[src/design/hysl_pkg.sv]
`timescale 1ns / 1ps
// ----------------------------------------------------------------------------
// hysl_pkg
// Shared types, constants and the arctangent table of the heading yaw slew
// limiter.
// ----------------------------------------------------------------------------
package hysl_pkg;

    localparam int CORDIC_STEPS = 16;
    localparam int ANGLE_WIDTH  = 16;

    localparam int ANG_FRAC  = ANGLE_WIDTH - 3;
    localparam int TAB_SHIFT = 30 - ANG_FRAC;
    localparam int XW        = 27;
    localparam int ZW        = ANGLE_WIDTH + 1;
    localparam int RW        = ANGLE_WIDTH + 4;
    localparam int RND_SHIFT = (ANG_FRAC >= 13) ? (ANG_FRAC - 13) : 0;
    localparam int UP_SHIFT  = (ANG_FRAC < 13) ? (13 - ANG_FRAC) : 0;
    localparam longint RND_HALF = (RND_SHIFT > 0) ? (64'sd1 <<< (RND_SHIFT - 1)) : 0;

    localparam int YAW_PI     = 25736;
    localparam int YAW_TWO_PI = 51472;

    localparam int CFG_IDX_W = 3;
    localparam int CFG_DATA_W = 32;

    typedef enum logic [CFG_IDX_W-1:0] {
        CFG_HOVER_HEIGHT = 3'd0,
        CFG_YAW_STEP_MAX = 3'd1,
        CFG_YAW_RATE_MAX = 3'd2,
        CFG_INV_TICK     = 3'd3,
        CFG_SPEED_SQ_MIN = 3'd4
    } cfg_idx_t;

    localparam longint ATAN_TAB [0:23] = '{
        843314857, 497837829, 263043837, 133525159, 67021687, 33543516,
        16775851, 8388437, 4194283, 2097149, 1048576, 524288,
        262144, 131072, 65536, 32768, 16384, 8192,
        4096, 2048, 1024, 512, 256, 128
    };

    typedef struct packed {
        logic [30:0] hover_height;
        logic [14:0] yaw_step_max;
        logic [14:0] yaw_rate_max;
        logic [15:0] inv_tick;
        logic [31:0] speed_sq_min;
    } cfg_t;

    typedef struct packed {
        logic signed [31:0]   pos_x;
        logic signed [31:0]   pos_y;
        logic signed [XW-1:0] cx;
        logic signed [XW-1:0] cy;
        logic signed [ZW-1:0] cz;
        logic                 slow;
    } stage_t;

    typedef struct packed {
        logic signed [31:0] pos_x;
        logic signed [31:0] pos_y;
        logic signed [15:0] aim;
        logic               slow;
    } item_t;

    function automatic logic signed [ZW-1:0] tab_angle(input longint t);
        longint r;
        r = (t + (64'sd1 <<< (TAB_SHIFT - 1))) >>> TAB_SHIFT;
        return r[ZW-1:0];
    endfunction

endpackage

[src/design/hysl_queue.sv]
`timescale 1ns / 1ps
// ----------------------------------------------------------------------------
// hysl_queue
// Four-entry queue between the heading front and the limiter back.
// ----------------------------------------------------------------------------
module hysl_queue (
    input  logic            clk,
    input  logic            rst_n,
    input  logic            wr_valid,
    output logic            wr_ready,
    input  hysl_pkg::item_t wr_data,
    output logic            rd_valid,
    input  logic            rd_ready,
    output hysl_pkg::item_t rd_data
);
    import hysl_pkg::*;

    item_t       mem_reg [0:3];
    logic [1:0]  wp_reg;
    logic [1:0]  rp_reg;
    logic [2:0]  cnt_reg;
    logic [2:0]  cnt_next;
    logic        push;
    logic        pop;

    assign wr_ready = cnt_reg != 3'd4;
    assign rd_valid = cnt_reg != 3'd0;
    assign rd_data  = mem_reg[rp_reg];
    assign push     = wr_valid && wr_ready;
    assign pop      = rd_valid && rd_ready;
    assign cnt_next = cnt_reg + 3'(push) - 3'(pop);

    always_ff @(posedge clk or negedge rst_n)
    begin
        if (!rst_n)
        begin
            wp_reg  <= '0;
            rp_reg  <= '0;
            cnt_reg <= '0;
        end
        else
        begin
            if (push)
                wp_reg <= wp_reg + 2'd1;
            if (pop)
                rp_reg <= rp_reg + 2'd1;
            cnt_reg <= cnt_next;
        end
    end

    always_ff @(posedge clk)
    begin
        if (push)
            mem_reg[wp_reg] <= wr_data;
    end
endmodule

[config.mk]
export PLATFORM = sky130hd
export DESIGN_NAME = hysl_queue
export DESIGN_NICKNAME = d
export VERILOG_FILES = /design/src/design/hysl_pkg.sv /design/src/design/hysl_queue.sv
export SDC_FILE = /design/constraint.sdc
export NUM_CORES = 1
export LEC_CHECK = 0
export BUFFER_PORTS_ARGS = -buffer_cell sky130_fd_sc_hd__buf_2
export CAP_MARGIN = 20
export CORE_MARGIN = 5
export CORE_UTILIZATION = 57
export DETAILED_ROUTE_END_ITERATION = 7
export PLACE_DENSITY = 0.87
export SLEW_MARGIN = 20
export SYNTH_ARGS = -nofsm -noshare
export SYNTH_HDL_FRONTEND = slang
export SYNTH_SLANG_ARGS = --single-unit
export TNS_END_PERCENT = 5
[constraint.sdc]
create_clock -name clk -period 3.8 [get_ports clk]
set_input_delay 0.38 -clock clk [delete_from_list [all_inputs] [get_ports clk]]
set_output_delay 0.38 -clock clk [all_outputs]
set_load 0.05 [all_outputs]
==> impl_summary.txt <==
----------------------------------------------------
[STA]
  # setup viols final ... 0
  Max-slew violation count ... 0
  Worst Max-Slew Pin Slew ... 0.856 ns
  Sum of negative setup slack ... 0 ns
  Setup repair after global routing missed its margin ... no
  Fin worst setup slack ... roughly 1.1 ns
  Final Skew ... ~0.0085 ns
  Final critical path time including I/O delays and setup ... between 2 and 3 ns
  Timing-limited maximum frequency ... around 0.37 GHz
  Relative slew slack ... 42.9%
  Final period util ... between 70% and 80%
  Final Hold Viols ... 0

[Floorplan]
  Core outline area ... between 20,000 and 25,000 µm²
  Horizontal die dimension ... approximately 160 µm
  Initial Utilization ... roughly 58%
  Overall die area ... around 24,000 µm²
  Placement Rows ... 53
  Top Ports ... about 170
  Die extent in y ... between 150 and 200 µm

[GRT]
  Pin count of the biggest net entering global routing ... 53
  Global router's overall resource usage ... 18.6%
  Vias in the first global route ... 5,985
  Leftover overflow at the end of global routing ... 0
  Wire length of the first global-routing pass ... between 30 and 40 mm
  Initial antenna violation count ... 3

[Finish]
  Most frequent cells in the layout ... edfxtp_1, buf_2, mux4_2
  Most common cell after layout, fill and taps aside ... edfxtp_1
  Number of non-filler instances in the completed layout ... roughly 960
  Fraction of layout cells with a size suffix above 1 ... a little under half
  Largest register FFs ... roughly 320
  Final core occ ... 68.4%
  Number of nets in the final layout ... between 700 and 800
  Growth of design area from synthesis to finish ... 18.2%

[Setup path]
  Kind of cell with the highest combined delay on the critical path ... flip-flops
  Reg-to-reg slack, setup ... between 1 and 1.5 ns
  Number of buffer and inverter stages on the critical path ... 2
  Required time of the critical path ... 3.42 ns
  Arrival time at the worst endpoint ... about 2.4 ns
  Classification of the worst setup path ... reg2out
  Largest driver fanout on the critical path ... 48
  Crit path largest cell delay ... roughly 0.78 ns
  Capturing element type of the critical path ... primary output
  Slowest library cell on the worst path ... dfrtp_4
  Cell-by-cell listing of the critical path ... buf_12 -> mux4_2 -> buf_2
  Sort of element at the start of the critical path ... flip-flop

[Logic synthesis]
  Number of warnings reported in the yosys synthesis log ... 0
  Synth Register Bits ... roughly 330
  Synth unique cells ... 20
  Net count after synthesis ... 556
  Cell area after technology mapping ... 12,200 µm²
  Part of the Yosys area used for sequential elements ... 81.4%
  Number of instances in the synthesized netlist ... 464
  Post-synthesis area per instance ... 26.2 µm²

[Detailed routing]
  Vias after detailed routing ... 5,427
  Number of iterations in the first detailed-routing pass ... 4
  Post-DR wirelength/cell ... approximately 23 µm
  Violation count after the first detailed-route iteration ... a little under 400
  Number of nets still failing antenna checks after routing ... 0
  Total detailed-routing wirelength ... roughly 22 mm
  Remaining DRCs ... 0
  Routed vias/inst ... ~5.7

[Power and ir drop]
  Power, Total ... 13.1 mW
  Maximum resistive drop on vdd ... ~0.00054 V
  Leakage component of the power ... ~4.9 nW
  Power per standard cell area ... ~900 nW/µm²

[Clocking]
  Clk Tree Root Cell ... clkbuf_16
  Reg clk slew, reported paths ... ~0.060 ns
  Clock Sinks ... 331
  Post-cts sizing count ... 0
  Number of levels the H-tree was split into ... 1
  CTS tree ... done
  Number of buffers on the longest clock path ... 3
  Clock latency at the later pin of the worst-skew pair ... around 0.53 ns
  Number of buffers created by CTS ... 31

[Placement]
  Minimum setup slack after placement ... ~1.4 ns
  Gpl congestion ... 0.772
  Final HPWL from detailed placement ... 13.6 mm
  I/O Buffers ... 167
  Cell Count Post-Placement ... 896

[Outcome]
  Outcome ... complete, no violations

[Min path]
  Tightest Hold Check Type ... in2reg

[Flow run]
  Count of max-cap constraint violations ... 0

----------------------------------------------------
==> where the power goes <==
| group | leakage (nW) | switching (mW) | internal (mW) |
|---|---|---|---|
| registers | 3.05 | 0.281 | 4.82 |
| logic | 1.36 | 3.47 | 1.51 |
| clock network | 0.494 | 1.21 | 1.84 |
==> worst reg2reg max path, stage by stage, from the launching register on <==
cell	delay [ns]
dfrtp_1	0.48
nor3b_2	0.46
nand2b_1	0.19
ha_1	0.23
inv_1	0.06
ha_1	0.14
inv_1	0.05
fa_1	0.40
xnor2_1	0.20
xnor2_1	0.14
==> kinds of logic (layout without fill, tap and decap cells) <==
group                    count (synthesis)  in the layout  share of synthesized area, %
other                                    0              1                             0
buffers and inverters                   24            239                          1.36
AND/OR/NAND/NOR                         13             13                         0.864
adder cells (fa/ha/maj)                  7              7                         0.782
multiplexers                            81             81                          15.0
XOR/XNOR                                 4              4                         0.288
flip-flops                             331            331                          81.4
AO/OA/AOI/OAI                            4              4                         0.267
==> timing repair <==
item	in CTS	in global routing
endpoints found under the hold margin	7	0
buffers inserted	0	0
hold buffers	1	0
==> area by class of cell <==
class / count / area, µm²
inverter: 6 / 22.5
tap: 275 / 344
fill: 1276 / 6650
sequential: 331 / 9910
clock inverter: 16 / 203
timing repair buffer: 176 / 968
multi-input combinational: 109 / 2110
clock buffer: 41 / 813
antenna: 1 / 2.50
==> worst paths after layout <==
kind,from,end,cells after the start
worst max-delay path,rp_reg[1],rd_data[2],3
worst min-delay path,wr_data[3],mem_reg[3][3],1
worst max register to register,cnt_reg[1],cnt_reg[2],9
worst min register to register,cnt_reg[1],cnt_reg[2],1
max in group asynchronous,rst_n,rp_reg[1],2
min in group asynchronous,rst_n,rp_reg[0],2
==> through the flow <==
step | hold WS [ns] | instance area (µm²)
6_report | 0.0640 | 14400
3_3_place_gp | 0.226 | 13300
5_1_grt | 0.0448 | 14400
2_1_floorplan | 0.0844 | 12200
3_5_place_dp | 0.227 | 13300
4_1_cts | 0.0341 | 14400
==> synthesized netlist by cell type, drive strengths merged <==
cell type  instances  area [µm²]
and3b              4        35.0
buf               18         143
dfrtp              7         175
edfxtp           324        9730
fa                 1        20.0
ha                 6        75.1
inv                6        22.5
mux4              81        1820
nand2              1        3.75
nand2b             4        25.0
nand4bb            2        22.5
nor3b              1        12.5
o211ai             2        15.0
o311ai             1        8.76
o31a               1        8.76
or3                1        6.26
xnor2              3        26.3
xor2               1        8.76
==> layer usage <==
layer  GRT usage, %  share of wire [%]  vias up
met1           23.5                 38     2828
met5              0               0.11        -
met2           33.5                 54      174
li1               -                  -     2387
met4           3.79                1.5        4
met3           4.19                6.5       34
(Power assumes the default switching activity.)
