[src/design/hysl_pkg.sv]
`timescale 1ns / 1ps
// ----------------------------------------------------------------------------
// hysl_pkg
// Shared types, constants and the arctangent table of the heading yaw slew
// limiter.
// ----------------------------------------------------------------------------
package hysl_pkg;

    localparam int CORDIC_STEPS = 16;
    localparam int ANGLE_WIDTH  = 16;

    localparam int ANG_FRAC  = ANGLE_WIDTH - 3;
    localparam int TAB_SHIFT = 30 - ANG_FRAC;
    localparam int XW        = 27;
    localparam int ZW        = ANGLE_WIDTH + 1;
    localparam int RW        = ANGLE_WIDTH + 4;
    localparam int RND_SHIFT = (ANG_FRAC >= 13) ? (ANG_FRAC - 13) : 0;
    localparam int UP_SHIFT  = (ANG_FRAC < 13) ? (13 - ANG_FRAC) : 0;
    localparam longint RND_HALF = (RND_SHIFT > 0) ? (64'sd1 <<< (RND_SHIFT - 1)) : 0;

    localparam int YAW_PI     = 25736;
    localparam int YAW_TWO_PI = 51472;

    localparam int CFG_IDX_W = 3;
    localparam int CFG_DATA_W = 32;

    typedef enum logic [CFG_IDX_W-1:0] {
        CFG_HOVER_HEIGHT = 3'd0,
        CFG_YAW_STEP_MAX = 3'd1,
        CFG_YAW_RATE_MAX = 3'd2,
        CFG_INV_TICK     = 3'd3,
        CFG_SPEED_SQ_MIN = 3'd4
    } cfg_idx_t;

    localparam longint ATAN_TAB [0:23] = '{
        843314857, 497837829, 263043837, 133525159, 67021687, 33543516,
        16775851, 8388437, 4194283, 2097149, 1048576, 524288,
        262144, 131072, 65536, 32768, 16384, 8192,
        4096, 2048, 1024, 512, 256, 128
    };

    typedef struct packed {
        logic [30:0] hover_height;
        logic [14:0] yaw_step_max;
        logic [14:0] yaw_rate_max;
        logic [15:0] inv_tick;
        logic [31:0] speed_sq_min;
    } cfg_t;

    typedef struct packed {
        logic signed [31:0]   pos_x;
        logic signed [31:0]   pos_y;
        logic signed [XW-1:0] cx;
        logic signed [XW-1:0] cy;
        logic signed [ZW-1:0] cz;
        logic                 slow;
    } stage_t;

    typedef struct packed {
        logic signed [31:0] pos_x;
        logic signed [31:0] pos_y;
        logic signed [15:0] aim;
        logic               slow;
    } item_t;

    function automatic logic signed [ZW-1:0] tab_angle(input longint t);
        longint r;
        r = (t + (64'sd1 <<< (TAB_SHIFT - 1))) >>> TAB_SHIFT;
        return r[ZW-1:0];
    endfunction

endpackage

[src/design/hysl_cmd_if.sv]
`timescale 1ns / 1ps
// ----------------------------------------------------------------------------
// hysl_cmd_if
// Command channel: position, height, yaw and yaw rate.
// ----------------------------------------------------------------------------
interface hysl_cmd_if;
    logic               valid;
    logic               ready;
    logic signed [31:0] cmd_x;
    logic signed [31:0] cmd_y;
    logic        [30:0] cmd_z;
    logic signed [15:0] cmd_yaw;
    logic signed [15:0] cmd_yaw_rate;

    modport source (output valid, cmd_x, cmd_y, cmd_z, cmd_yaw, cmd_yaw_rate, input ready);
    modport sink   (input valid, cmd_x, cmd_y, cmd_z, cmd_yaw, cmd_yaw_rate, output ready);
endinterface

[src/design/hysl_back.sv]
`timescale 1ns / 1ps
// ----------------------------------------------------------------------------
// hysl_back
// Slew-limits the yaw toward the aim, forms the smoothed yaw rate and holds
// the command in an output register.
// ----------------------------------------------------------------------------
module hysl_back (
    input  logic            clk,
    input  logic            rst_n,
    input  hysl_pkg::cfg_t  cfg,
    input  logic            q_valid,
    output logic            q_ready,
    input  hysl_pkg::item_t q_data,
    hysl_cmd_if.source      cmd
);
    import hysl_pkg::*;

    logic               out_valid_reg;
    logic signed [15:0] held_yaw_reg;
    logic signed [15:0] held_yaw_next;
    logic signed [15:0] held_rate_reg;
    logic signed [15:0] held_rate_next;
    logic signed [31:0] x_reg;
    logic signed [31:0] y_reg;
    logic        [30:0] z_reg;

    logic               take;
    logic signed [17:0] c;
    logic signed [17:0] a;
    logic signed [17:0] d;
    logic signed [17:0] s;
    logic signed [17:0] yaw;
    logic signed [16:0] inv;
    logic signed [34:0] prod;
    logic signed [34:0] rnd;
    logic signed [25:0] rate;
    logic signed [25:0] rmax;
    logic signed [25:0] sum;
    logic signed [25:0] avg;
    logic               stepped;

    assign take    = q_valid && (!out_valid_reg || cmd.ready);
    assign q_ready = take;

    always_comb
    begin
        c    = 18'(held_yaw_reg);
        a    = q_data.slow ? c : 18'(q_data.aim);
        d    = a - c;
        s    = 18'($signed({1'b0, cfg.yaw_step_max}));
        rmax = 26'($signed({1'b0, cfg.yaw_rate_max}));
        inv  = $signed({1'b0, cfg.inv_tick});
        prod = d * inv;
        rnd  = prod + 35'sd512;
        stepped = 1'b0;
        yaw  = a;
        priority if (d > 18'sd25736)
        begin
            if (d - 18'sd51472 < -s)
            begin
                yaw = c - s;
                stepped = 1'b1;
            end
            rate = -rmax;
        end
        else if (d < -18'sd25736)
        begin
            if (d + 18'sd51472 > s)
            begin
                yaw = c + s;
                stepped = 1'b1;
            end
            rate = rmax;
        end
        else if (d < -s)
        begin
            yaw = c - s;
            stepped = 1'b1;
            rate = -rmax;
        end
        else if (d > s)
        begin
            yaw = c + s;
            stepped = 1'b1;
            rate = rmax;
        end
        else
        begin
            rate = 26'(rnd >>> 10);
        end
        if (stepped)
        begin
            if (yaw > 18'sd25736)
                yaw = yaw - 18'sd51472;
            else if (yaw <= -18'sd25736)
                yaw = yaw + 18'sd51472;
        end
        sum = 26'(held_rate_reg) + rate;
        avg = sum >>> 1;
        held_yaw_next = yaw[15:0];
        if (avg > 26'sd32767)
            held_rate_next = 16'sh7FFF;
        else if (avg < -26'sd32768)
            held_rate_next = 16'sh8000;
        else
            held_rate_next = avg[15:0];
    end

    always_ff @(posedge clk or negedge rst_n)
    begin
        if (!rst_n)
        begin
            out_valid_reg <= 1'b0;
            held_yaw_reg  <= '0;
            held_rate_reg <= '0;
        end
        else
        begin
            if (take)
            begin
                out_valid_reg <= 1'b1;
                held_yaw_reg  <= held_yaw_next;
                held_rate_reg <= held_rate_next;
            end
            else if (cmd.ready)
                out_valid_reg <= 1'b0;
        end
    end

    always_ff @(posedge clk)
    begin
        if (take)
        begin
            x_reg <= q_data.pos_x;
            y_reg <= q_data.pos_y;
            z_reg <= cfg.hover_height;
        end
    end

    assign cmd.valid        = out_valid_reg;
    assign cmd.cmd_x        = x_reg;
    assign cmd.cmd_y        = y_reg;
    assign cmd.cmd_z        = z_reg;
    assign cmd.cmd_yaw      = held_yaw_reg;
    assign cmd.cmd_yaw_rate = held_rate_reg;
endmodule

[src/flat_wrapper.sv]
// flat-port wrapper written by rule: the top's interface ports become plain ports
module hysl_back_flat import hysl_pkg::*;
  (clk, rst_n, cfg, q_valid, q_ready, q_data, cmd_valid, cmd_cmd_x, cmd_cmd_y, cmd_cmd_z, cmd_cmd_yaw, cmd_cmd_yaw_rate, cmd_ready);
  hysl_cmd_if cmd_i ();
  input  logic clk;
  input  logic rst_n;
  input  hysl_pkg::cfg_t cfg;
  input  logic q_valid;
  output logic q_ready;
  input  hysl_pkg::item_t q_data;
  output wire logic [$bits(cmd_i.valid)-1:0] cmd_valid;
  output wire logic [$bits(cmd_i.cmd_x)-1:0] cmd_cmd_x;
  output wire logic [$bits(cmd_i.cmd_y)-1:0] cmd_cmd_y;
  output wire logic [$bits(cmd_i.cmd_z)-1:0] cmd_cmd_z;
  output wire logic [$bits(cmd_i.cmd_yaw)-1:0] cmd_cmd_yaw;
  output wire logic [$bits(cmd_i.cmd_yaw_rate)-1:0] cmd_cmd_yaw_rate;
  input wire logic [$bits(cmd_i.ready)-1:0] cmd_ready;
  assign cmd_valid = cmd_i.valid;
  assign cmd_cmd_x = cmd_i.cmd_x;
  assign cmd_cmd_y = cmd_i.cmd_y;
  assign cmd_cmd_z = cmd_i.cmd_z;
  assign cmd_cmd_yaw = cmd_i.cmd_yaw;
  assign cmd_cmd_yaw_rate = cmd_i.cmd_yaw_rate;
  assign cmd_i.ready = cmd_ready;
  hysl_back u_core (.clk(clk), .rst_n(rst_n), .cfg(cfg), .q_valid(q_valid), .q_ready(q_ready), .q_data(q_data), .cmd(cmd_i));
endmodule
[config.mk]
export PLATFORM = sky130hd
export DESIGN_NAME = hysl_back_flat
export DESIGN_NICKNAME = d
export VERILOG_FILES = /design/src/design/hysl_pkg.sv /design/src/design/hysl_cmd_if.sv /design/src/design/hysl_back.sv /design/src/flat_wrapper.sv
export SDC_FILE = /design/constraint.sdc
export NUM_CORES = 1
export LEC_CHECK = 0
export BUFFER_PORTS_ARGS = -buffer_cell sky130_fd_sc_hd__buf_2
export CORE_AREA = 3 3 201 203
export DETAILED_ROUTE_END_ITERATION = 8
export DIE_AREA = 0 0 204 206
export PLACE_DENSITY = 0.93
export SLEW_MARGIN = 15
export SYNTH_ARGS = -nofsm -noshare
export SYNTH_HDL_FRONTEND = slang
export SYNTH_SLANG_ARGS = --single-unit
[constraint.sdc]
create_clock -name clk -period 21.1 [get_ports clk]
set_input_delay 1.055 -clock clk [delete_from_list [all_inputs] [get_ports clk]]
set_output_delay 1.055 -clock clk [all_outputs]
set_load 0.01 [all_outputs]
==> impl_metrics.env <==
export IMPL_status="finished clean"
export IMPL_grt_max_degree=69
export IMPL_synthCells=2737
export IMPL_hold_violations=0
export IMPL_insertion_delay_ps=420
export IMPL_path_max_fanout=21
export IMPL_dp_cells=3456
export IMPL_synth_ff_type="edfxtp_1"
export IMPL_fin_setup_tns_ps=0
export IMPL_die_y_um=206
export IMPL_drv_cap=0
export IMPL_drtIter0Drc=2097
export IMPL_netlist_area_leader_share_pct=24.15
export IMPL_stdcell_count=3489
export IMPL_max_stage_delay_ps=930
export IMPL_ios=323
export IMPL_reg2reg_depth=51
export IMPL_ys_top_cells_by_area="fa_1 (24%), ha_1 (12%), edfxtp_1 (12%), inv_1 (7.3%), nand2_1 (3.7%)"
export IMPL_cts_tree="yes"
export IMPL_slew_violations=0
export IMPL_drc=0
export IMPL_synthesis_nets=3459
export IMPL_period_share_pct=68.16
export IMPL_antenna_left=0
export IMPL_dpl_hpwl_um=61190
export IMPL_yosys_top_cells_count="inv_1 (465), fa_1 (289), ha_1 (239), nand2_1 (236), and2_1 (138)"
export IMPL_overflow=0
export IMPL_crit_required_ps=21330
export IMPL_vias=21980
export IMPL_rsz0062_at_grt="false"
export IMPL_clock_path_buffers=2
export IMPL_r2r_slack_ps=7350
export IMPL_slowest_stage="o2bb2ai_1"
export IMPL_syn_cell_area_sq_mm=0.02396
export IMPL_synth_cell_types=97
export IMPL_regArea_sq_mm=0.003679
export IMPL_r2r_end="u_core.cmd.cmd_yaw_rate[1]"
export IMPL_cts_buffers=17
export IMPL_drt_total_wl_um=76730
export IMPL_ys_seq_elements=128
export IMPL_vias_per_cell=6.299
export IMPL_area_delta_synth_final_pct=10.55
export IMPL_multi_input_area_sq_mm=0.01809
export IMPL_timing_rr_start="u_core.cmd.cmd_yaw[1]"
export IMPL_clk_pin_slew_ps=60
export IMPL_ys_warnings_count=0
export IMPL_crit_start="q_data[0]"
export IMPL_worstMarginPinSlew_ps=1194
export IMPL_setup_viol=0
export IMPL_ctsHoldBuffers=0
export IMPL_antenna_found_initial=5
export IMPL_met2_usage_pct=60.77
export IMPL_fp_coreArea_sq_mm=0.03865
export IMPL_max_freq_mhz=69.53
export IMPL_yosysSeqAreaShare_pct=15.35
export IMPL_worstSetupStartpointType="primary input"
export IMPL_cts_root_buf="clkbuf_16"
export IMPL_io_buffers=290
export IMPL_synth_most_common_cell="inv_1"
export IMPL_synth_edf_count=95
export IMPL_post_route_min_period_ps=14380
export IMPL_drive_gt1_share_pct=13.77
export IMPL_fin_hold_ws_ps=512.6
export IMPL_h_tree_depth=4
export IMPL_use_met1_pct=45.49
export IMPL_ctsResizeCount=0
export IMPL_grt_pass1_wl_um=119500
export IMPL_fin_skew_ps=9.503
export IMPL_grt_busiest_layer="met2"
export IMPL_layout_nets=3679
export IMPL_slew_headroom_pct=20.38
export IMPL_initial_core_util_pct=61.99
export IMPL_groute_usage_overall_pct=36.29
export IMPL_hp_start="u_core.cmd.valid"
export IMPL_critPathCaptureType="flip-flop"
export IMPL_worstSetupEndpoint="u_core.cmd.cmd_yaw_rate[1]"
export IMPL_clkSinkCount=128
export IMPL_cts_setup_buffers=0
export IMPL_crit_arrival_ps=14610
export IMPL_grt_pass1_vias=22300
export IMPL_design_die_area_sq_mm=0.04202
export IMPL_wl_per_cell_um=21.99
export IMPL_first_pass_iters=6
export IMPL_fillerInstances=2859
export IMPL_gp_congestion=0.9651
export IMPL_met3_usage_pct=6.883
export IMPL_yosys_area_top_type="fa_1"
export IMPL_hold_path_class="reg2reg"
export IMPL_async_flop_share_pct=25.78
export IMPL_die_x_um=204
export IMPL_std_cell_rows=72
export IMPL_path_class="in2reg"
export IMPL_syn_area_per_cell_sq_um=8.753
[per-stage QoR]
stage / setup WS (ps) / utilization [%] / area, sq um
after floorplan: 8094 / - / 23960
after global placement: 6943 / 66.82 / 25820
after detailed placement: 6625 / 66.82 / 25820
after CTS: 7019 / 68.53 / 26480
after global routing: 6060 / 68.53 / 26490
final: 6717 / 68.53 / 26490
[layer usage]
| metal | wire [um] | share of wire (%) |
|---|---|---|
| met1 | 28490 | 37 |
| met4 | 4432 | 5.8 |
| met2 | 36430 | 47 |
| met3 | 7347 | 9.6 |
| met5 | 31 | 0.040 |
[critical path, delay by kind of cell]
kind	cells	cell delay, ps
and+or+nand+nor	14	2310
AOI/OAI and AO/OA	19	4730
muxes	1	620
buffers and inverters	8	1760
xor gates and xnor gates	1	90
adders and majority gates	9	4020
[state kept, by name, summed over array words and instances (netlist names)]
| name | count |
|---|---|
| u_core.cmd.cmd_x | 32 |
| u_core.cmd.cmd_y | 32 |
| u_core.cmd.cmd_yaw | 16 |
| u_core.cmd.cmd_yaw_rate | 16 |
| u_core.cmd.cmd_z | 31 |
| u_core.cmd.valid | 1 |
[layout make-up]
class / count / area share (%)
Timing Repair Buffer: 317 / 6.245
Sequential cell: 128 / 13.89
Clock inverter: 12 / 0.7700
Antenna cell: 1 / 0.009448
Clock buffer: 20 / 1.724
Multi-Input combinational cell: 2027 / 68.30
Tap cell: 518 / 2.447
Inverter: 466 / 6.614
[layout by cell type, fill, tap and decap left out, types with 13 or more instances in the layout]
master and instances:
fa_1 289, and2_1 138, a21o_1 46, buf_4 27, o21ai_0 91, a211oi_1 28, a31oi_1 18, nand2_1 236
a22oi_1 13, nand2b_1 27, ha_1 239, mux2i_1 19, nor2b_1 40, nand3_1 40, xor2_1 39, and3_1 33
or3_1 33, o21a_1 22, o211ai_1 14, buf_2 290, nor2_1 128, inv_1 464, a21oi_1 117, dfrtp_1 33
clkbuf_16 17, nor3_1 56, edfxtp_1 95, xnor2_1 98, o21bai_1 13, nand4_1 20
[worst min-delay path by stage]
stage	slack, ps	cells after the start	endpoint
floorplan	540	2	u_core.cmd.valid
global route	550	2	u_core.cmd.valid
finish	510	2	u_core.cmd.valid
global placement	500	2	u_core.cmd.valid
detailed placement	490	2	u_core.cmd.valid
CTS	510	2	u_core.cmd.valid
[cells by family after synthesis]
group | synth area share [%]
buf+inv | 9.265
simple gates | 17.17
fa+ha+maj | 36.63
xor+xnor | 5.113
compound gates | 15.16
flops | 15.35
mux | 1.311
Power is not shown: default switching activity piles up to over one toggle a cycle in this logic, so the estimate is an artifact.
